## config.mk

```make
export PLATFORM = sky130hd
export DESIGN_NAME = rc4_keystream_generator_flat
export DESIGN_NICKNAME = d
export VERILOG_FILES = /design/src/sv/rc4_pkg.sv /design/src/sv/rc4_if.sv /design/src/sv/rc4_core.sv /design/src/sv/rc4_keystream_generator.sv /design/src/flat_wrapper.sv
export SDC_FILE = /design/constraint.sdc
export NUM_CORES = 2
export LEC_CHECK = 0
export BUFFER_PORTS_ARGS = -buffer_cell sky130_fd_sc_hd__buf_2
export CAP_MARGIN = 30
export CORE_ASPECT_RATIO = 1.2
export CORE_UTILIZATION = 25
export DETAILED_ROUTE_END_ITERATION = 6
export HOLD_SLACK_MARGIN = 0.06
export SYNTH_ARGS = -nofsm -noshare
export SYNTH_HDL_FRONTEND = slang
export SYNTH_SLANG_ARGS = --single-unit
```

## constraint.sdc

```tcl
create_clock -name clk -period 12.68 [get_ports clk]
set_clock_uncertainty 0.1 [all_clocks]
set_input_delay 1.268 -clock clk [delete_from_list [all_inputs] [get_ports clk]]
set_output_delay 1.268 -clock clk [all_outputs]
set_load 0.1 [all_outputs]
```

## src/sv/rc4_pkg.sv

```systemverilog
package rc4_pkg;

  localparam int unsigned MAX_KEY_LEN_DEF = 256;
  localparam int unsigned DATA_W          = 8;

  localparam logic ACT_LOAD = 1'b0;
  localparam logic ACT_GEN  = 1'b1;

  typedef logic [DATA_W-1:0] data_t;

  typedef struct packed {
    logic  action;
    data_t key_byte;
    logic  key_last;
  } in_item_t;

  typedef struct packed {
    logic  vld;
    data_t keystream_byte;
    logic  key_ready;
  } res_t;

endpackage

```

## src/sv/rc4_if.sv

```systemverilog
interface rc4_in_if;
  logic              valid;
  logic              ready;
  logic              action;
  rc4_pkg::data_t    key_byte;
  logic              key_last;

  modport source (output valid, output action, output key_byte, output key_last,
                  input ready);
  modport sink (input valid, input action, input key_byte, input key_last,
                output ready);
endinterface

interface rc4_out_if;
  logic              valid;
  logic              ready;
  rc4_pkg::data_t    keystream_byte;
  logic              key_ready;

  modport source (output valid, output keystream_byte, output key_ready,
                  input ready);
  modport sink (input valid, input keystream_byte, input key_ready,
                output ready);
endinterface

```

## src/sv/rc4_core.sv

```systemverilog
module rc4_core #(
  parameter int unsigned MAX_KEY_LEN = rc4_pkg::MAX_KEY_LEN_DEF
) (
  input  logic               clk,
  input  logic               rst_n,
  input  logic               accept,
  input  rc4_pkg::in_item_t  item,
  output logic               idle,
  output rc4_pkg::res_t      res
);

  localparam int unsigned KAW = (MAX_KEY_LEN > 1) ? $clog2(MAX_KEY_LEN) : 1;
  localparam int unsigned KCW = $clog2(MAX_KEY_LEN + 1);
  localparam int unsigned TBL = 1 << rc4_pkg::DATA_W;

  typedef enum logic [8:0] {
    ST_IDLE = 9'b000000001,
    ST_FILL = 9'b000000010,
    ST_K0   = 9'b000000100,
    ST_K1   = 9'b000001000,
    ST_K2   = 9'b000010000,
    ST_K3   = 9'b000100000,
    ST_G1   = 9'b001000000,
    ST_G2   = 9'b010000000,
    ST_G3   = 9'b100000000
  } state_t;

  state_t             st_r, st_nxt;
  rc4_pkg::data_t     n_r, n_nxt;
  rc4_pkg::data_t     i_r, i_nxt;
  rc4_pkg::data_t     j_r, j_nxt;
  rc4_pkg::data_t     sa_r, sa_nxt;
  rc4_pkg::data_t     sb_r, sb_nxt;
  rc4_pkg::data_t     t_r, t_nxt;
  logic [KAW-1:0]     kp_r, kp_nxt;
  logic [KCW-1:0]     cnt_r, cnt_nxt;
  logic               sched_r, sched_nxt;

  rc4_pkg::data_t     perm_mem [TBL];
  rc4_pkg::data_t     key_mem [MAX_KEY_LEN];
  rc4_pkg::data_t     prd_q;
  rc4_pkg::data_t     kd_q;

  logic               pwe;
  rc4_pkg::data_t     pwa;
  rc4_pkg::data_t     pwd;
  rc4_pkg::data_t     pra;
  logic               kwe;

  logic [KCW-1:0]     kp_inc;
  logic               last_n;
  rc4_pkg::data_t     j_ksa;
  rc4_pkg::data_t     j_gen;
  rc4_pkg::data_t     t_gen;
  rc4_pkg::data_t     ks_out;

  assign kp_inc = KCW'(kp_r) + KCW'(1);
  assign last_n = (n_r == rc4_pkg::data_t'(TBL - 1));
  assign j_ksa  = 8'(j_r + prd_q + kd_q);
  assign j_gen  = 8'(j_r + prd_q);
  assign t_gen  = 8'(sa_r + prd_q);
  assign idle   = (st_r == ST_IDLE);
  assign kwe    = idle && accept && (item.action == rc4_pkg::ACT_LOAD) &&
                  (cnt_r < KCW'(MAX_KEY_LEN));

  always_comb begin
    if (t_r == j_r) begin
      ks_out = sa_r;
    end else if (t_r == i_r) begin
      ks_out = sb_r;
    end else begin
      ks_out = prd_q;
    end
  end

  always_comb begin
    st_nxt    = st_r;
    n_nxt     = n_r;
    i_nxt     = i_r;
    j_nxt     = j_r;
    sa_nxt    = sa_r;
    sb_nxt    = sb_r;
    t_nxt     = t_r;
    kp_nxt    = kp_r;
    cnt_nxt   = cnt_r;
    sched_nxt = sched_r;
    pwe       = 1'b0;
    pwa       = n_r;
    pwd       = n_r;
    pra       = n_r;
    res       = '0;
    unique case (st_r)
      ST_IDLE: begin
        pra = 8'(i_r + 8'd1);
        if (accept) begin
          if (item.action == rc4_pkg::ACT_LOAD) begin
            if (kwe) begin
              cnt_nxt = KCW'(cnt_r + KCW'(1));
            end
            if (item.key_last) begin
              n_nxt  = '0;
              st_nxt = ST_FILL;
            end
          end else if (sched_r) begin
            st_nxt = ST_G1;
          end else begin
            res.vld = 1'b1;
          end
        end
      end
      ST_FILL: begin
        pwe   = 1'b1;
        n_nxt = 8'(n_r + 8'd1);
        if (last_n) begin
          kp_nxt = '0;
          j_nxt  = '0;
          st_nxt = ST_K0;
        end
      end
      ST_K0: begin
        st_nxt = ST_K1;
      end
      ST_K1: begin
        sa_nxt = prd_q;
        j_nxt  = j_ksa;
        pra    = j_ksa;
        st_nxt = ST_K2;
      end
      ST_K2: begin
        pwe    = 1'b1;
        pwd    = prd_q;
        st_nxt = ST_K3;
      end
      ST_K3: begin
        pwe    = 1'b1;
        pwa    = j_r;
        pwd    = sa_r;
        n_nxt  = 8'(n_r + 8'd1);
        kp_nxt = (kp_inc >= cnt_r) ? '0 : kp_inc[KAW-1:0];
        if (last_n) begin
          i_nxt     = '0;
          j_nxt     = '0;
          cnt_nxt   = '0;
          sched_nxt = 1'b1;
          st_nxt    = ST_IDLE;
        end else begin
          st_nxt = ST_K0;
        end
      end
      ST_G1: begin
        sa_nxt = prd_q;
        i_nxt  = 8'(i_r + 8'd1);
        j_nxt  = j_gen;
        pra    = j_gen;
        st_nxt = ST_G2;
      end
      ST_G2: begin
        pwe    = 1'b1;
        pwa    = i_r;
        pwd    = prd_q;
        sb_nxt = prd_q;
        t_nxt  = t_gen;
        pra    = t_gen;
        st_nxt = ST_G3;
      end
      ST_G3: begin
        pwe                = 1'b1;
        pwa                = j_r;
        pwd                = sa_r;
        res.vld            = 1'b1;
        res.keystream_byte = ks_out;
        res.key_ready      = 1'b1;
        st_nxt             = ST_IDLE;
      end
      default: begin
        st_nxt = ST_IDLE;
      end
    endcase
  end

  always_ff @(posedge clk) begin
    if (!rst_n) begin
      st_r    <= ST_IDLE;
      n_r     <= '0;
      i_r     <= '0;
      j_r     <= '0;
      kp_r    <= '0;
      cnt_r   <= '0;
      sched_r <= 1'b0;
    end else begin
      st_r    <= st_nxt;
      n_r     <= n_nxt;
      i_r     <= i_nxt;
      j_r     <= j_nxt;
      kp_r    <= kp_nxt;
      cnt_r   <= cnt_nxt;
      sched_r <= sched_nxt;
    end
  end

  always_ff @(posedge clk) begin
    sa_r <= sa_nxt;
    sb_r <= sb_nxt;
    t_r  <= t_nxt;
  end

  always_ff @(posedge clk) begin
    if (pwe) begin
      perm_mem[pwa] <= pwd;
    end
    prd_q <= perm_mem[pra];
  end

  always_ff @(posedge clk) begin
    if (kwe) begin
      key_mem[cnt_r[KAW-1:0]] <= item.key_byte;
    end
    kd_q <= key_mem[kp_r];
  end

endmodule

```

## src/sv/rc4_keystream_generator.sv

```systemverilog
// Generate item: the block steps through G1, G2 and G3, then the result enters the
// output register; no new item is taken until it is back in idle, since the single
// read port of the permutation table takes three steps per item.
// Generate item before any key schedule: result is registered at the accepting edge.
// Load item: the final key byte starts the key schedule (a fill of all 256 table
// entries, then states K0 to K3 per entry), during which no item is accepted.
// Synchronous active-low reset clears control state; the tables are not reset.
module rc4_keystream_generator #(
  parameter int unsigned MAX_KEY_LEN = rc4_pkg::MAX_KEY_LEN_DEF
) (
  input  logic              clk,
  input  logic              rst_n,
  rc4_in_if.sink            in_ch,
  rc4_out_if.source         out_ch
);

  rc4_pkg::in_item_t  item;
  rc4_pkg::res_t      res;
  logic               idle;
  logic               accept;
  logic               out_free;
  logic               out_vld_r;
  rc4_pkg::data_t     out_byte_r;
  logic               out_rdy_r;

  assign item.action   = in_ch.action;
  assign item.key_byte = in_ch.key_byte;
  assign item.key_last = in_ch.key_last;

  assign out_free    = !out_vld_r || out_ch.ready;
  assign in_ch.ready = idle && out_free;
  assign accept      = in_ch.valid && in_ch.ready;

  rc4_core #(
    .MAX_KEY_LEN (MAX_KEY_LEN)
  ) u_core (
    .clk    (clk),
    .rst_n  (rst_n),
    .accept (accept),
    .item   (item),
    .idle   (idle),
    .res    (res)
  );

  always_ff @(posedge clk) begin
    if (!rst_n) begin
      out_vld_r <= 1'b0;
    end else if (res.vld) begin
      out_vld_r <= 1'b1;
    end else if (out_ch.ready) begin
      out_vld_r <= 1'b0;
    end
  end

  always_ff @(posedge clk) begin
    if (res.vld) begin
      out_byte_r <= res.keystream_byte;
      out_rdy_r  <= res.key_ready;
    end
  end

  assign out_ch.valid          = out_vld_r;
  assign out_ch.keystream_byte = out_byte_r;
  assign out_ch.key_ready      = out_rdy_r;

`ifndef SYNTHESIS
  a_push_free: assert property (@(posedge clk) disable iff (!rst_n)
    res.vld |-> out_free)
    else $error("Result pushed while the output register was occupied.");

  a_unready_zero: assert property (@(posedge clk) disable iff (!rst_n)
    (out_ch.valid && !out_ch.key_ready) |-> (out_ch.keystream_byte == '0))
    else $error("Keystream byte is nonzero without a scheduled key.");

  a_busy_after_gen: assert property (@(posedge clk) disable iff (!rst_n)
    (accept && in_ch.action == rc4_pkg::ACT_GEN && !res.vld) |=> !in_ch.ready)
    else $error("Block accepted an item during a keystream step.");
`endif

endmodule

```

## src/flat_wrapper.sv

```systemverilog
// flat-port wrapper written by rule: the top's interface ports become plain ports
module rc4_keystream_generator_flat 
#(
  parameter int unsigned MAX_KEY_LEN = rc4_pkg::MAX_KEY_LEN_DEF
)
  (clk, rst_n, in_ch_valid, in_ch_action, in_ch_key_byte, in_ch_key_last, in_ch_ready, out_ch_valid, out_ch_keystream_byte, out_ch_key_ready, out_ch_ready);
  rc4_in_if in_ch_i ();
  rc4_out_if out_ch_i ();
  input  logic clk;
  input  logic rst_n;
  input wire logic [$bits(in_ch_i.valid)-1:0] in_ch_valid;
  input wire logic [$bits(in_ch_i.action)-1:0] in_ch_action;
  input wire logic [$bits(in_ch_i.key_byte)-1:0] in_ch_key_byte;
  input wire logic [$bits(in_ch_i.key_last)-1:0] in_ch_key_last;
  output wire logic [$bits(in_ch_i.ready)-1:0] in_ch_ready;
  output wire logic [$bits(out_ch_i.valid)-1:0] out_ch_valid;
  output wire logic [$bits(out_ch_i.keystream_byte)-1:0] out_ch_keystream_byte;
  output wire logic [$bits(out_ch_i.key_ready)-1:0] out_ch_key_ready;
  input wire logic [$bits(out_ch_i.ready)-1:0] out_ch_ready;
  assign in_ch_i.valid = in_ch_valid;
  assign in_ch_i.action = in_ch_action;
  assign in_ch_i.key_byte = in_ch_key_byte;
  assign in_ch_i.key_last = in_ch_key_last;
  assign in_ch_ready = in_ch_i.ready;
  assign out_ch_valid = out_ch_i.valid;
  assign out_ch_keystream_byte = out_ch_i.keystream_byte;
  assign out_ch_key_ready = out_ch_i.key_ready;
  assign out_ch_i.ready = out_ch_ready;
  rc4_keystream_generator #(.MAX_KEY_LEN(MAX_KEY_LEN)) u_core (.clk(clk), .rst_n(rst_n), .in_ch(in_ch_i), .out_ch(out_ch_i));
endmodule
```

## After elaboration in Yosys (flattened, before gate mapping)

Memory sizes are Yosys's and may differ from the RTL's. A register that Yosys moved wholly into a read port is not among the register bits.
Cells that the tools add are included.
Widths: inputs -> output; s select.

- Register bits after elaboration: 85
- Bits in latches: 0
- RAM bits: 4096
- Memory bits (read-only): 0
- Input bits: 14
- Output and inout port bits: 11
- Logic and storage cells: 109
- Memories kept: 2

Memories:

| name | words | bits a word | rd ports | clocked after Yosys merged registers in | wr ports | line | text |
|---|---|---|---|---|---|---|---|
| u_core.u_core.key_mem | 256 | 8 | 1 | 1 | 1 | rc4_core.sv:40 | `rc4_pkg::data_t key_mem [MAX_KEY_LEN];` |
| u_core.u_core.perm_mem | 256 | 8 | 1 | 1 | 1 | rc4_core.sv:39 | `rc4_pkg::data_t perm_mem [TBL];` |

- Add/sub/neg operators: 7
- Multiply operators: 0
- Div/mod/pow operators: 0
- Magnitude comparators: 2
- Equal/unequal tests: 21
- Shift-type cells: 0
- Multiplexer cells: 38
- Bitwise operators: 1
- Reductions and logical operators: 25

Operators by type and width:

| kind | count |
|---|---|
| $mux 9 | 9 |
| $pmux 8 s2 | 5 |
| $pmux 9 s8 | 1 |
| $mux 8 | 7 |
| $pmux 8 s4 | 1 |
| $add 8x8->8 | 3 |
| $pmux 8 s3 | 1 |
| $pmux 9 s2 | 1 |
| $add 8x1->8 const B | 2 |
| $eq 8x8->1 | 2 |
| $mux 1 | 11 |
| $reduce_bool 2->1 | 5 |
| $add 8x1->9 const B | 1 |
| $add 9x1->9 const B | 1 |
| $eq 9x1->1 const B | 1 |
| $eq 9x2->1 const B | 1 |
| $eq 9x3->1 const B | 1 |
| $eq 9x4->1 const B | 1 |
| $eq 9x5->1 const B | 1 |
| $eq 9x6->1 const B | 1 |
| $eq 9x7->1 const B | 1 |
| $eq 9x8->1 const B | 1 |
| $eq 9x9->1 const B | 1 |
| $ge 9x9->1 | 1 |
| 18 further kinds | 34 |

## Logic depth before layout (Yosys ltp)

- Depth after elaboration: 11
- Gate-level depth with buffers: 20
- Gate-level depth less buffers: 18

## Cells and area by module

From an unflattened synthesis, not the netlist that was laid out.

- Cells, all modules: 9970
- Area, all modules: 167112.8 µm²

By module, submodules not included:

| module | instances | cells each | area an instance (µm²) | seq. area each (µm²) |
|---|---|---|---|---|
| rc4_core | 1 | 9955 | 166785.0 | 125059.9 |
| rc4_keystream_generator | 1 | 15 | 327.8 | 290.3 |

## Worst setup path before layout

No wires, ideal clock.

- Path type: register to register
- Start: register u_core.u_core.st_r[0]
- End: memory u_core.u_core.perm_mem[0][0] (netlist name), data pin
- Data arrival time: 5295 ps
- Setup slack: 6463 ps
- Cell stages (with the launch flop): 10
- Buffers on the path: 3
- Clock period less this slack: 6217 ps
- Path through: dfxtp_1 -> nor4_2 -> nor2b_1 -> and4b_1 -> clkbuf_1 -> or2_2 -> clkbuf_1 -> buf_1 -> a22oi_1 -> nand2_1

- Word-level cells in the longest chain between the ends: 3
- Elaborated cells on any way between the ends: 7
- Classes of those cells: 4 x eq/ne; 1 x mux; 2 x reduce/logical

RTL lines:

| what | line | text |
|---|---|---|
| start: declaration | rc4_core.sv:28 | `state_t st_r, st_nxt;` |
| start signal: assignment | rc4_core.sv:191 | `st_r <= st_nxt;` |
| $eq 9x9->1, or another cell as far along | rc4_core.sv:92 | `unique case (st_r)` |
| $reduce_or 2->1 (no source line) | n/a |  |
| $pmux 8 s2 (*) | rc4_core.sv:92 |  |
| via u_core.u_core.pwd[0] | rc4_core.sv:46 | `rc4_pkg::data_t pwd;` |
| end: declaration | rc4_core.sv:39 |  |

Mark *: on every way through the listed nets, which the timed path passes. The rest lies on a longest branch.

## Final worst setup path

- Start: register u_core.u_core.st_r[4]
- End: register u_core.u_core.prd_q[1], read port of u_core.u_core.perm_mem

- Word-level cells in the longest chain between the ends: 2
- Elaborated cells on any way between the ends: 5
- Classes of those cells: 4 x eq/ne; 1 x mux

RTL lines:

| what | line | text |
|---|---|---|
| $eq 9x8->1, or another cell as far along | rc4_core.sv:92 |  |
| $pmux 8 s4 (*) | rc4_core.sv:92 |  |
| end: declaration | rc4_core.sv:41 | `rc4_pkg::data_t prd_q;` |

Every way passes the cells marked *; elsewhere a longest branch is shown, timed or not.
A chain may end at the register's enable or synchronous reset.

==> results.json <==
{
  "outcome": "complete, no violations",
  "timing.final.crit_share_pct": 58.5,
  "cts_hold_repair.buffers": 0,
  "via_count": 92000,
  "postRouteWirelength_mm": 468,
  "cp_data_required_time_ns": 13.34,
  "endpoint": "u_core.u_core.prd_q[1]$_DFF_P_",
  "floorplan.die.width_um": 746,
  "final_period_minus_worst_setup_slack_ns": 7.41,
  "clock_tree.buffer_depth": 4,
  "detail_route.vias_per_cell": 4.83,
  "regToRegSetupSlack_ns": 5.27,
  "mostFrequentLayoutCells": "sky130_fd_sc_hd__edfxtp_1 (4,129), sky130_fd_sc_hd__nand2_1 (1,654), sky130_fd_sc_hd__mux4_2 (680)",
  "crit_family": "simple AND/OR/NAND/NOR gates",
  "p_per_area_nw_per_um2": 175,
  "rr_worst_depth": 14,
  "worst_setup_path_end_kind": "flop",
  "tritoncts.num_buffers": 408,
  "floorplan.rows": 327,
  "die-area_um2": 668000,
  "core_region_area_um2": 662000,
  "report.final.setup_viol": 0,
  "gp_routability_congestion": 0.887,
  "number_of_sinks_handled_by_clock_tree_synthesis": 4197,
  "die_height_um": 895,
  "ys.flop_type": "sky130_fd_sc_hd__edfxtp_1",
  "post_dp_hpwl_mm": 287,
  "synth-seq-area-share_pct": 75.4,
  "regToRegStartpoint": "u_core.u_core.st_r[4]$_SDFFE_PN0P_",
  "critical_path.max_fanout": 74,
  "placed_area_um2": 177000,
  "drive_gt1_share_pct": 15.8,
  "report.final.hold_viol_count": 0,
  "post-cts-setup-buffer-count": 0,
  "ys_warn_count": 0,
  "synthesis.area_um2": 166000,
  "initial_antenna_violation_count": 20,
  "count_of_buffers_inserted_at_the_top_level_ports": 24,
  "track_usage_pct": 13.4,
  "drt_iter0_drc": 10900,
  "globalRoute.totalOverflow": 0,
  "cts_root_buffer": "sky130_fd_sc_hd__clkbuf_16",
  "worstReg2RegEnd": "u_core.u_core.prd_q[1]$_DFF_P_",
  "netlist_instances": 9856,
  "cp_slowest_stage_delay_ns": 0.85,
  "num-nets-final": 10000,
  "number_of_stages_on_the_worst_setup_path": 14,
  "grt_pass1_wl_mm": 668,
  "synth.distinct_cells": 79,
  "antenna_violating_nets_post_route": 0,
  "worstSkewPairLatency_ns": 1.10,
  "ios": 25,
  "synthesis.nets": 9910,
  "area_growth_pct": 14.8,
  "drc": 0,
  "multi_input_comb_area_um2": 38300,
  "path_clk_slew_ns": 0.06,
  "path_cells": "or4_4 -> or3_1 -> and3_1 -> o31a_2 -> buf_4 -> buf_4 -> nor2_4 -> buf_12 -> a32oi_1 -> nand4_1 -> o221ai_1 -> a2111oi_0 -> a41o_1 -> a41oi_1",
  "edff_count_synth": 4129,
  "ys_ff_latch": 4197,
  "grt_max_degree": 200,
  "ir_drop_mv": 0.185,
  "max_slew_margin_pct": 10.9,
  "ctsResizeCount": 0,
  "first_pass_iters": 6,
  "async_reset_ff_share_pct": 0,
  "layout.cell_area.non_filler_um2": 191000,
  "maxSlewViolCount": 0,
  "critPathKind": "flop to flop",
  "rsz0062_at_grt": "false",
  "hold_class": "flop to flop",
  "worst-endpoint-arrival_ns": 8.07,
  "worst_path_max_delay_cell": "sky130_fd_sc_hd__a2111oi_0",
  "wire_per_inst_um": 24.6,
  "worst_slew_pin_slew_ns": 1.34,
  "regArea_um2": 125000,
  "fmaxAchievable_mhz": 135,
  "tns_ns": 0,
  "avgSynthCellArea_um2": 16.9,
  "initial_core_util_pct": 25.1,
  "cellLeakagePower_nw": 60.4,
  "fillCellCount": 64900,
  "worst_path_most_repeated_cell": "sky130_fd_sc_hd__buf_4",
  "mostFrequentLayoutCell": "sky130_fd_sc_hd__edfxtp_1",
  "via_count_of_the_first_global_routing_pass": 90900,
  "cts_tree": "done",
  "critPathLaunchType": "flop",
  "htree_depth": 5,
  "critical_path_buf_inv_count": 3,
  "drv_cap": 0,
  "worstSetupStartpoint": "u_core.u_core.st_r[4]$_SDFFE_PN0P_"
}
[where the power goes]
| group | total [mW] | internal, mW | switching [mW] |
|---|---|---|---|
| sequential | 15.2 | 15.2 | 0.0638 |
| clock | 12.0 | 6.67 | 5.36 |
| combinational | 6.18 | 1.41 | 4.77 |
[sequential cells by signal, indices dropped and copies added, names as in the netlist, 9 cells and up]
signal	flops
u_core.u_core.cnt_r	9
u_core.u_core.key_mem	2048
u_core.u_core.perm_mem	2048
u_core.u_core.st_r	9
[how the worst min path moves through the flow]
stage	slack, ns	startpoint	endpoint	cells after the start
2_1_floorplan	0.36	u_core.u_core.sched_r$_SDFFE_PN0P_	u_core.u_core.sched_r$_SDFFE_PN0P_	2
6_report	0.40	u_core.u_core.sched_r$_SDFFE_PN0P_	u_core.u_core.sched_r$_SDFFE_PN0P_	2
5_1_grt	0.42	u_core.u_core.sched_r$_SDFFE_PN0P_	u_core.u_core.sched_r$_SDFFE_PN0P_	2
3_3_place_gp	0.37	u_core.u_core.sched_r$_SDFFE_PN0P_	u_core.u_core.sched_r$_SDFFE_PN0P_	2
3_5_place_dp	0.39	u_core.u_core.sched_r$_SDFFE_PN0P_	u_core.u_core.sched_r$_SDFFE_PN0P_	2
4_1_cts	0.39	u_core.u_core.sched_r$_SDFFE_PN0P_	u_core.u_core.sched_r$_SDFFE_PN0P_	2
[per-layer routing]
layer | vias up | track usage [%] | share of wire [%]
li1 | 38900 | - | -
met1 | 47900 | 16.9 | 38
met2 | 4272 | 22.5 | 49
met3 | 946 | 2.44 | 8.1
met4 | 6 | 6.15 | 5.1
met5 | - | 0 | 0.0073
[through the flow]
step,worst slack (ns),hold slack [ns],instances,power (mW),utilization (%)
final,5.27,0.396,19000,33.4,28.8
after global routing,5.15,0.424,19000,34.3,28.8
after CTS,5.62,0.393,19000,33.4,28.8
after detailed placement,5.53,0.386,18300,21.5,26.8
after global placement,5.31,0.370,18200,21.5,26.7
after floorplan,6.46,0.355,9856,18.9,-
[cells in the mapped netlist, drive strengths merged, types with 49 or more instances]
library cell	n	area, µm²
dfxtp	68	1360
a21oi	266	1330
nor3	66	335
nand4	107	669
clkbuf	255	957
buf	357	1720
a22oi	81	608
nor2	602	2260
o21ai	49	257
mux2i	211	2110
a311oi	52	455
edfxtp	4129	124000
nand3	487	2440
a32oi	127	1110
mux4	680	15300
and3	84	526
a31oi	79	494
nand2	1667	6260
[final cells by class]
class | count | share of cell area (%)
sequential | 4197 | 65.7
tap | 8718 | 5.72
antenna | 13 | 0.0171
multi-input combinational | 5010 | 20.1
timing repair buffer | 303 | 1.55
clock buffer | 523 | 5.68
inverter | 37 | 0.0728
clock inverter | 227 | 1.15
[cells by family after synthesis]
logic type / count (synthesis) / share of synthesized area [%]
xor gates and xnor gates: 49 / 0.258
buffers and inverters: 649 / 1.70
muxes: 897 / 10.5
DFF: 4197 / 75.4
AOI/OAI and AO/OA: 901 / 3.81
adders and majority gates: 40 / 0.315
and+or+nand+nor: 3123 / 7.96
[worst reg2reg max path: cells and delay by family, from the launching register on]
family / cells / cell delay, ns
DFF: 1 / 0.35
and+or+nand+nor: 5 / 2.90
buffers and inverters: 3 / 1.30
AOI/OAI and AO/OA: 6 / 2.57
No activity file was read; power rests on OpenSTA's default activity.
